## src/rtl/core/static_target_classifier_macros.svh

```systemverilog
// assertion helpers shared by the rtl
`ifndef STATIC_TARGET_CLASSIFIER_MACROS_SVH
`define STATIC_TARGET_CLASSIFIER_MACROS_SVH

// property must hold at every rising clock edge outside reset
`define STC_ASSERT(label, clk, rst, prop) \
   label: assert property (@(posedge clk) disable iff (rst) prop) \
      else $error("static_target_classifier assertion failed");

// condition must never be true outside reset
`define STC_ASSERT_NEVER(label, clk, rst, cond) \
   label: assert property (@(posedge clk) disable iff (rst) !(cond)) \
      else $error("static_target_classifier forbidden condition seen");

`endif

```

## src/rtl/core/stc_pkg.sv

```systemverilog
`timescale 1ns / 1ps

package stc_pkg;

   localparam int TABLE_ENTRIES = 32;
   localparam int IDX_W = (TABLE_ENTRIES > 1) ? $clog2(TABLE_ENTRIES) : 1;
   localparam int QUEUE_DEPTH = 2;
   localparam int QPTR_W = $clog2(QUEUE_DEPTH);
   localparam int QCNT_W = $clog2(QUEUE_DEPTH + 1);

   localparam int THR_W = 15;
   localparam int FRAMES_W = 8;
   localparam int CSR_INDEX_W = 2;
   localparam int CSR_DATA_W = 16;

   localparam logic [CSR_INDEX_W-1:0] CSR_SPEED_THRESHOLD = 2'd0;
   localparam logic [CSR_INDEX_W-1:0] CSR_STATIC_FRAMES = 2'd1;

   localparam logic [THR_W-1:0] SPEED_THRESHOLD_RESET = 15'd128;
   localparam logic [FRAMES_W-1:0] STATIC_FRAMES_RESET = 8'd20;

   localparam logic [1:0] OP_CLASSIFY = 2'd0;
   localparam logic [1:0] OP_MARK = 2'd1;
   localparam logic [1:0] OP_SWEEP = 2'd2;

   localparam logic [7:0] COUNT_MAX = 8'hFF;

   typedef struct packed {
      logic [1:0] op;
      logic [15:0] id;
      logic slow;
   } stc_item_type;

endpackage

```

## src/rtl/core/stc_front.sv

```systemverilog
`timescale 1ns / 1ps

module stc_front import stc_pkg::*; (
   input  logic clock,
   input  logic reset,
   input  logic [THR_W-1:0] speed_threshold,
   input  logic req_valid,
   output logic req_ready,
   input  logic [1:0] req_operation,
   input  logic [15:0] req_track_id,
   input  logic signed [15:0] req_vel_x,
   input  logic signed [15:0] req_vel_y,
   output logic push_valid,
   input  logic push_ready,
   output stc_item_type push_item
);

   logic s1_valid_ff, s1_valid_in;
   logic [1:0] s1_op_ff;
   logic [15:0] s1_id_ff;
   logic [30:0] s1_sqx_ff, s1_sqy_ff;
   logic [2*THR_W-1:0] thr_sq_ff;
   logic s2_valid_ff, s2_valid_in;
   stc_item_type s2_item_ff, s2_item_in;
   logic s1_load, s2_load;
   logic signed [31:0] prod_x, prod_y;
   logic [31:0] sq_sum;

   assign s2_load = s1_valid_ff && (!s2_valid_ff || push_ready);
   assign req_ready = !s1_valid_ff || s2_load;
   assign s1_load = req_valid && req_ready;

   assign prod_x = req_vel_x * req_vel_x;
   assign prod_y = req_vel_y * req_vel_y;

   // squares are at most 2^30 each, so the sum fits in 32 bits
   assign sq_sum = {1'b0, s1_sqx_ff} + {1'b0, s1_sqy_ff};

   always_comb begin
      s2_item_in.op = s1_op_ff;
      s2_item_in.id = s1_id_ff;
      s2_item_in.slow = sq_sum < {2'b00, thr_sq_ff};
   end

   always_comb begin
      if (s1_load) begin
         s1_valid_in = 1'b1;
      end else if (s2_load) begin
         s1_valid_in = 1'b0;
      end else begin
         s1_valid_in = s1_valid_ff;
      end
      if (s2_load) begin
         s2_valid_in = 1'b1;
      end else if (push_ready) begin
         s2_valid_in = 1'b0;
      end else begin
         s2_valid_in = s2_valid_ff;
      end
   end

   always_ff @(posedge clock) begin
      if (reset) begin
         s1_valid_ff <= 1'b0;
         s2_valid_ff <= 1'b0;
      end else begin
         s1_valid_ff <= s1_valid_in;
         s2_valid_ff <= s2_valid_in;
      end
   end

   always_ff @(posedge clock) begin
      thr_sq_ff <= speed_threshold * speed_threshold;
      if (s1_load) begin
         s1_op_ff <= req_operation;
         s1_id_ff <= req_track_id;
         s1_sqx_ff <= prod_x[30:0];
         s1_sqy_ff <= prod_y[30:0];
      end
      if (s2_load) begin
         s2_item_ff <= s2_item_in;
      end
   end

   assign push_valid = s2_valid_ff;
   assign push_item = s2_item_ff;

endmodule

```

## src/rtl/core/stc_queue.sv

```systemverilog
`timescale 1ns / 1ps

module stc_queue import stc_pkg::*; (
   input  logic clock,
   input  logic reset,
   input  logic push_valid,
   output logic push_ready,
   input  stc_item_type push_item,
   output logic pop_valid,
   input  logic pop_ready,
   output stc_item_type pop_item
);

   stc_item_type slot_ff [QUEUE_DEPTH];
   logic [QPTR_W-1:0] wr_ptr_ff, wr_ptr_in;
   logic [QPTR_W-1:0] rd_ptr_ff, rd_ptr_in;
   logic [QCNT_W-1:0] count_ff, count_in;
   logic push, pop;

   assign push_ready = count_ff != QCNT_W'(QUEUE_DEPTH);
   assign pop_valid = count_ff != '0;
   assign push = push_valid && push_ready;
   assign pop = pop_valid && pop_ready;
   assign pop_item = slot_ff[rd_ptr_ff];

   always_comb begin
      wr_ptr_in = wr_ptr_ff;
      rd_ptr_in = rd_ptr_ff;
      count_in = count_ff;
      if (push) begin
         wr_ptr_in = (wr_ptr_ff == QPTR_W'(QUEUE_DEPTH - 1)) ? '0 : wr_ptr_ff + 1'b1;
      end
      if (pop) begin
         rd_ptr_in = (rd_ptr_ff == QPTR_W'(QUEUE_DEPTH - 1)) ? '0 : rd_ptr_ff + 1'b1;
      end
      if (push && !pop) begin
         count_in = count_ff + 1'b1;
      end else if (pop && !push) begin
         count_in = count_ff - 1'b1;
      end
   end

   always_ff @(posedge clock) begin
      if (reset) begin
         wr_ptr_ff <= '0;
         rd_ptr_ff <= '0;
         count_ff <= '0;
      end else begin
         wr_ptr_ff <= wr_ptr_in;
         rd_ptr_ff <= rd_ptr_in;
         count_ff <= count_in;
      end
   end

   always_ff @(posedge clock) begin
      if (push) begin
         slot_ff[wr_ptr_ff] <= push_item;
      end
   end

endmodule

```

## src/rtl/core/stc_table.sv

```systemverilog
`timescale 1ns / 1ps
`include "static_target_classifier_macros.svh"

module stc_table import stc_pkg::*; (
   input  logic clock,
   input  logic reset,
   input  logic [FRAMES_W-1:0] static_frames,
   input  logic pop_valid,
   output logic pop_ready,
   input  stc_item_type pop_item,
   output logic rsp_valid,
   input  logic rsp_ready,
   output logic rsp_is_static,
   output logic rsp_table_full
);

   localparam logic ST_LOOK = 1'b0;
   localparam logic ST_UPD = 1'b1;

   logic state_ff, state_in;
   logic [TABLE_ENTRIES-1:0] valid_ff, valid_in;
   logic [TABLE_ENTRIES-1:0] seen_ff, seen_in;
   logic [15:0] track_ff [TABLE_ENTRIES];
   logic [7:0] count_ff [TABLE_ENTRIES];

   stc_item_type item_ff;
   logic hit_ff, hit_in;
   logic free_ff, free_in;
   logic [IDX_W-1:0] hit_idx_ff, hit_idx_in;
   logic [IDX_W-1:0] free_idx_ff, free_idx_in;
   logic [TABLE_ENTRIES-1:0] match;

   logic rsp_valid_ff, rsp_valid_in;
   logic rsp_static_ff, rsp_full_ff;

   logic is_classify, go, apply, full, alloc, count_wr;
   logic [IDX_W-1:0] idx;
   logic [7:0] cur_count, new_count;
   logic at_limit;

   // lookup: parallel compare, lowest match and lowest free entry
   always_comb begin
      hit_in = 1'b0;
      free_in = 1'b0;
      hit_idx_in = '0;
      free_idx_in = '0;
      for (int i = TABLE_ENTRIES - 1; i >= 0; i--) begin
         match[i] = valid_ff[i] && (track_ff[i] == pop_item.id);
         if (match[i]) begin
            hit_in = 1'b1;
            hit_idx_in = IDX_W'(i);
         end
         if (!valid_ff[i]) begin
            free_in = 1'b1;
            free_idx_in = IDX_W'(i);
         end
      end
   end

   assign pop_ready = (state_ff == ST_LOOK);

   // update step
   assign is_classify = item_ff.op == OP_CLASSIFY;
   assign go = !is_classify || !rsp_valid_ff || rsp_ready;
   assign apply = (state_ff == ST_UPD) && go;
   assign full = !hit_ff && !free_ff;
   assign idx = hit_ff ? hit_idx_ff : free_idx_ff;
   assign cur_count = hit_ff ? count_ff[hit_idx_ff] : 8'd0;
   assign alloc = apply && is_classify && !hit_ff && free_ff;
   assign count_wr = apply && is_classify && !full;

   always_comb begin
      if (!item_ff.slow) begin
         new_count = 8'd0;
      end else if (cur_count == COUNT_MAX) begin
         new_count = COUNT_MAX;
      end else begin
         new_count = cur_count + 8'd1;
      end
   end

   assign at_limit = new_count >= static_frames;

   always_comb begin
      valid_in = valid_ff;
      seen_in = seen_ff;
      if (alloc) begin
         valid_in[idx] = 1'b1;
         seen_in[idx] = 1'b0;
      end
      if (apply && item_ff.op == OP_MARK && hit_ff) begin
         seen_in[hit_idx_ff] = 1'b1;
      end
      if (apply && item_ff.op == OP_SWEEP) begin
         valid_in = valid_ff & seen_ff;
         seen_in = '0;
      end
   end

   always_comb begin
      state_in = state_ff;
      unique case (state_ff)
         ST_LOOK: begin
            if (pop_valid) begin
               state_in = ST_UPD;
            end
         end
         ST_UPD: begin
            if (go) begin
               state_in = ST_LOOK;
            end
         end
         default: state_in = ST_LOOK;
      endcase
   end

   always_comb begin
      if (apply && is_classify) begin
         rsp_valid_in = 1'b1;
      end else if (rsp_ready) begin
         rsp_valid_in = 1'b0;
      end else begin
         rsp_valid_in = rsp_valid_ff;
      end
   end

   always_ff @(posedge clock) begin
      if (reset) begin
         state_ff <= ST_LOOK;
         valid_ff <= '0;
         seen_ff <= '0;
         rsp_valid_ff <= 1'b0;
      end else begin
         state_ff <= state_in;
         valid_ff <= valid_in;
         seen_ff <= seen_in;
         rsp_valid_ff <= rsp_valid_in;
      end
   end

   always_ff @(posedge clock) begin
      if (pop_valid && pop_ready) begin
         item_ff <= pop_item;
         hit_ff <= hit_in;
         free_ff <= free_in;
         hit_idx_ff <= hit_idx_in;
         free_idx_ff <= free_idx_in;
      end
      if (alloc) begin
         track_ff[idx] <= item_ff.id;
      end
      if (count_wr) begin
         count_ff[idx] <= new_count;
      end
      if (apply && is_classify) begin
         rsp_static_ff <= !full && at_limit;
         rsp_full_ff <= full;
      end
   end

   assign rsp_valid = rsp_valid_ff;
   assign rsp_is_static = rsp_static_ff;
   assign rsp_table_full = rsp_full_ff;

   // an id lives in at most one entry
   `STC_ASSERT(a_unique_id, clock, reset, !pop_valid || $onehot0(match))
   // a mark only sits on a live entry
   `STC_ASSERT_NEVER(a_seen_without_valid, clock, reset, (seen_ff & ~valid_ff) != '0)
   // a sweep leaves no marks behind
   `STC_ASSERT(a_sweep_clears, clock, reset, apply && item_ff.op == OP_SWEEP |=> seen_ff == '0)
   // a full answer only when every entry was taken
   `STC_ASSERT(a_full_means_taken, clock, reset, apply && is_classify && full |=> &valid_ff)

endmodule

```

## src/rtl/core/static_target_classifier.sv

```systemverilog
`timescale 1ns / 1ps

// static target classifier
// req channel: one transaction per track item (classify, mark live, sweep).
//   code 3 is dropped without effect. only classify produces a rsp transaction.
// rsp channel: static flag and table_full for each classify, in request order.
// csr channel: index 0 speed threshold (1/256 m/s), index 1 static frame count.
//   csr_ready is always high; write only while no transaction is in flight.
// path of a classify answer to rsp when nothing stalls: square and compare
//   stages, queue slot, table lookup state, update state and result register.
// the table's lookup/update sequencer takes a new item only after the update of
//   the last; the front and its two-entry queue keep accepting meanwhile.
// the table holds TABLE_ENTRIES track entries compared in parallel.
// reset: entries all free, marks cleared, registers back to 128 and 20.
// rsp stall: the result register holds; mark and sweep transactions keep
//   draining, a second classify waits in the table and then the queue and front
//   fill until req_ready drops.

module static_target_classifier import stc_pkg::*; (
   input  logic clock,
   input  logic reset,
   input  logic req_valid,
   output logic req_ready,
   input  logic [1:0] req_operation,
   input  logic [15:0] req_track_id,
   input  logic signed [15:0] req_vel_x,
   input  logic signed [15:0] req_vel_y,
   output logic rsp_valid,
   input  logic rsp_ready,
   output logic rsp_is_static,
   output logic rsp_table_full,
   input  logic csr_valid,
   output logic csr_ready,
   input  logic [CSR_INDEX_W-1:0] csr_index,
   input  logic [CSR_DATA_W-1:0] csr_data
);

   logic [THR_W-1:0] speed_threshold_ff, speed_threshold_in;
   logic [FRAMES_W-1:0] static_frames_ff, static_frames_in;
   logic push_valid, push_ready, pop_valid, pop_ready;
   stc_item_type push_item, pop_item;

   assign csr_ready = 1'b1;

   always_comb begin
      speed_threshold_in = speed_threshold_ff;
      static_frames_in = static_frames_ff;
      if (csr_valid) begin
         unique case (csr_index)
            CSR_SPEED_THRESHOLD: speed_threshold_in = csr_data[THR_W-1:0];
            CSR_STATIC_FRAMES: static_frames_in = csr_data[FRAMES_W-1:0];
            default: ;
         endcase
      end
   end

   always_ff @(posedge clock) begin
      if (reset) begin
         speed_threshold_ff <= SPEED_THRESHOLD_RESET;
         static_frames_ff <= STATIC_FRAMES_RESET;
      end else begin
         speed_threshold_ff <= speed_threshold_in;
         static_frames_ff <= static_frames_in;
      end
   end

   stc_front u_front (
      .clock(clock),
      .reset(reset),
      .speed_threshold(speed_threshold_ff),
      .req_valid(req_valid),
      .req_ready(req_ready),
      .req_operation(req_operation),
      .req_track_id(req_track_id),
      .req_vel_x(req_vel_x),
      .req_vel_y(req_vel_y),
      .push_valid(push_valid),
      .push_ready(push_ready),
      .push_item(push_item)
   );

   stc_queue u_queue (
      .clock(clock),
      .reset(reset),
      .push_valid(push_valid),
      .push_ready(push_ready),
      .push_item(push_item),
      .pop_valid(pop_valid),
      .pop_ready(pop_ready),
      .pop_item(pop_item)
   );

   stc_table u_table (
      .clock(clock),
      .reset(reset),
      .static_frames(static_frames_ff),
      .pop_valid(pop_valid),
      .pop_ready(pop_ready),
      .pop_item(pop_item),
      .rsp_valid(rsp_valid),
      .rsp_ready(rsp_ready),
      .rsp_is_static(rsp_is_static),
      .rsp_table_full(rsp_table_full)
   );

endmodule

```

## config.mk

```make
export PLATFORM = sky130hd
export DESIGN_NAME = static_target_classifier
export DESIGN_NICKNAME = d
export VERILOG_FILES = /design/src/rtl/core/stc_pkg.sv /design/src/rtl/core/stc_front.sv /design/src/rtl/core/stc_queue.sv /design/src/rtl/core/stc_table.sv /design/src/rtl/core/static_target_classifier.sv
export VERILOG_INCLUDE_DIRS = /design/src /design/src/rtl/core
export SDC_FILE = /design/constraint.sdc
export NUM_CORES = 2
export LEC_CHECK = 0
export ABC_AREA = 0
export BUFFER_PORTS_ARGS = -buffer_cell sky130_fd_sc_hd__buf_2
export CAP_MARGIN = 20
export CORE_MARGIN = 4
export CORE_UTILIZATION = 46
export DETAILED_ROUTE_END_ITERATION = 12
export SYNTH_ARGS = -nofsm -noshare
export SYNTH_HDL_FRONTEND = slang
export SYNTH_HIERARCHICAL = 1
export SYNTH_SLANG_ARGS = --single-unit
```

## constraint.sdc

```tcl
create_clock -name clock -period 7.6 [get_ports clock]
set_input_delay 1.52 -clock clock [delete_from_list [all_inputs] [get_ports clock]]
set_output_delay 1.52 -clock clock [all_outputs]
set_load 0.02 [all_outputs]
```

==> results.toml <==
[sta]
fin_worst_skew_ps = 41.7
hold_ws_ps = 408
hold_viol_final = 0
fmax_mhz = 145
setup_viol = 0
fin_crit_sh_pct = 90.5
slew_violations = 0
fin_tns_setup_ps = 0
worst_slew_pin_slew_ps = 1120
period_needed_ps = 6880
slew_headroom_pct = 25.0
rsz0062_at_grt = "false"

[pwr]
p_per_area_nw_per_um2 = 434
peakVddDrop_uv = 606
p_leak_nw = 30.4
report.power.total_w = 0.0324

[yosys]
syn_inst = 5503
yosysTopAreaCell = "edfxtp_1"
synth.most_common_cell = "edfxtp_1"
synth_compound_area_share_pct = 4.58
synthMuxAreaShare_pct = 3.50
synth_top_cells_by_count = "936 x edfxtp_1, 920 x inv_1, 595 x fa_1"
synth_ff_type = "edfxtp_1"
synth_xor_area_share_pct = 8.33
synth.avg_cell_area_um2 = 12.3
ys_ff_latch = 1061
syn_area_um2 = 67800
synth-simple-area-share_pct = 8.37
synth_top_area_share_pct = 41.4
seq_area_frac_synth_pct = 45.1
synth_edf_count = 936
synth_adder_area_share_pct = 23.7
synth.distinct_cells = 90
yosys-top-cells-area = "edfxtp_1 41%, fa_1 18%, xnor2_1 6.1%"
ys_async_sr_fraction_pct = 0
synth_nets = 6503
synth_top_family_by_area = "adder cells"
yosysWarnings = 6

[finish]
nets = 6681
area_growth_pct = 10.0
n_fill_cell = 12821
final_layout_size_suffix_gt1_share_pct = 9.70

[setup_path]
cp-end-kind = "flip-flop"
critPathLaunch = "req_vel_y[12]"
endpoint = "u_front/s1_sqy_ff[30]$_DFFE_PP_"
reg2regPathDepth = 21
critPathTopFamily = "adder cells"
cp_max_fo = 5
ff2ff_setup_slack_ps = 1040
max_stage_delay_ps = 540
cp_cell_sequence = "buf_2 -> clkinv_1 -> nor2_1 -> inv_1 -> fa_1 -> inv_1 -> fa_1 -> inv_1 -> fa_1 -> inv_1 -> fa_1 -> fa_1 -> inv_1 -> fa_1 -> inv_1 -> ha_1 -> a21oi_1 -> a21boi_0 -> a311o_1 -> or3_1 -> o21ai_0 -> a31oi_1 -> nor4_1 -> a311oi_1"
criticalPathCategory = "primary input to flip-flop"
crit_slowest_cell = "fa_1"
r2r-end = "u_front/thr_sq_ff[26]$_DFF_P_"
reg2reg_from = "speed_threshold_ff[2]$_SDFFE_PP0P_"
critPathArrivalTime_ps = 7300
path_depth = 24
worst-path-buf-inv = 8
cp-start-kind = "primary input"
cp.required_ps = 8020

[clock_network]
cts_tree = "built"
clockBufferDepth = 3
htree_levels = 3
cts_setup_buffers = 0
cts_buffers = 107
path_clk_slew_ps = 60
cts_sinks = 1061
cts_resized = 0
worst_skew_pair.late_latency_ps = 740
ctsRootBufferMaster = "clkbuf_16"
ctsHoldBuffers = 0

[route]
ant_nets = 0
wire_per_inst_um = 20.8
vias = 40680
drcViolationCount = 0
first_pass_iters = 5
drt-total-wl_um = 160000
viasPerCell = 5.29
drtIter0Drc = 3043

[floorplan]
pin_count = 78
die-area_um2 = 154000
die_w_um = 392
die_h_um = 392
core_um2 = 146000
start_util_pct = 46.4
num_rows = 140

[place]
io_buffers = 75
place_hpwl_um = 112000
gp_congestion = 0.874

[grt]
track_usage_pct = 21.4
grt_pass1_vias = 42794
grt_pass1_wl_um = 250000
grt_antenna_before_repair = 5
grt_overflow = 0
grt_max_degree = 79

[run]
drv_cap = 0

[worst_hold_path]
hold_path_depth = 0
worstHoldPathType = "flip-flop to flip-flop"

[status]
status = "completed"
-- metrics by stage --
step	setup WS, ps	area (um2)	utilization [%]	instances
floorplan	87.8	67800	-	5503
global placement	44.1	71100	48.7	7488
detailed placement	11.8	71100	48.7	7488
CTS	758	74600	51.1	7687
global route	365	74600	51.1	7688
finish	721	74600	51.1	7691
-- placed cells by master, fill, tap and decap left out, types with 14 or more instances in the layout --
| master | n |
|---|---|
| fa_1 | 595 |
| mux2i_1 | 38 |
| nor3_1 | 50 |
| xor2_1 | 169 |
| a22oi_1 | 34 |
| buf_4 | 165 |
| nor4_1 | 61 |
| a31oi_1 | 16 |
| nor2b_1 | 32 |
| dfxtp_1 | 125 |
| xnor2_1 | 476 |
| ha_1 | 332 |
| o21ai_0 | 105 |
| a21o_1 | 45 |
| clkinv_1 | 25 |
| edfxtp_1 | 936 |
| and3_1 | 15 |
| nand2b_1 | 65 |
| nand4_1 | 109 |
| nor2_1 | 248 |
| o21bai_1 | 15 |
| buf_2 | 75 |
| mux2_2 | 27 |
| nand2_1 | 325 |
| clkbuf_16 | 109 |
| or2_2 | 19 |
| a211oi_1 | 23 |
| and2_1 | 127 |
| nand3_1 | 52 |
| clkbuf_1 | 27 |
| mux4_2 | 75 |
| clkinv_2 | 14 |
| a21oi_1 | 135 |
| inv_1 | 920 |
-- state kept, by name, indices dropped and copies added, names as in the netlist, 8 cells and up, named ones only --
register and cells:
u_table/track_ff 512, u_table/count_ff 256, u_queue/slot_ff 38, u_table/seen_ff 32, u_table/valid_ff 32, u_front/s1_sqx_ff 30
u_front/s1_sqy_ff 30, u_front/thr_sq_ff 29, u_front/push_item 19, u_table/item_ff 19, u_front/s1_id_ff 16, speed_threshold_ff 15
static_frames_ff 8
-- area by class of cell --
class | count | area, um2 | share of cell area (%)
multi-input cells | 3340 | 32900 | 44.1
clock buffers | 140 | 2880 | 3.86
diodes | 3 | 7.51 | 0.0101
repair buffers | 246 | 1730 | 2.32
well taps | 1917 | 2400 | 3.21
flip-flops and latches | 1061 | 30600 | 41.0
inverters | 925 | 3470 | 4.65
clock inverters | 59 | 612 | 0.820
-- report_power, final --
group          leakage [nW]  internal (W)  switching (W)
combinational          19.1       0.00823         0.0107
clock                  1.70       0.00299        0.00227
sequential             9.56       0.00785       0.000296
-- logic make-up (layout without fill, tap and decap cells) --
family                   after synthesis  in the layout
adder cells (fa/ha/maj)              927            927
flip-flops                          1061           1061
XOR/XNOR                             645            645
AO/OA/AOI/OAI                        479            479
buffers and inverters               1102           1370
other                                  1              4
AND/OR/NAND/NOR                     1148           1148
multiplexers                         140            140
-- how the worst min path moves through the flow --
stage | start | to
2_1_floorplan | speed_threshold_ff[0]$_SDFFE_PP0P_ | u_front/thr_sq_ff[0]$_DFF_P_
3_3_place_gp | u_front/s1_op_ff[1]$_DFFE_PP_ | u_front/push_item[18]$_DFFE_PP_
3_5_place_dp | u_front/s1_op_ff[1]$_DFFE_PP_ | u_front/push_item[18]$_DFFE_PP_
4_1_cts | u_front/push_item[1]$_DFFE_PP_ | u_queue/slot_ff[1][1]$_DFFE_PP_
5_1_grt | u_front/push_item[13]$_DFFE_PP_ | u_queue/slot_ff[0][13]$_DFFE_PP_
6_report | u_front/push_item[17]$_DFFE_PP_ | u_queue/slot_ff[1][17]$_DFFE_PP_
-- routing by layer --
metal,vias up,global-route usage (%),wire length [um]
li1,18718,-,-
met5,-,0,0
met2,1005,35.9,77800
met3,234,3.44,9660
met4,0,5.45,3730
met1,20723,29.1,68700
Power figures use the tool's default switching activity.
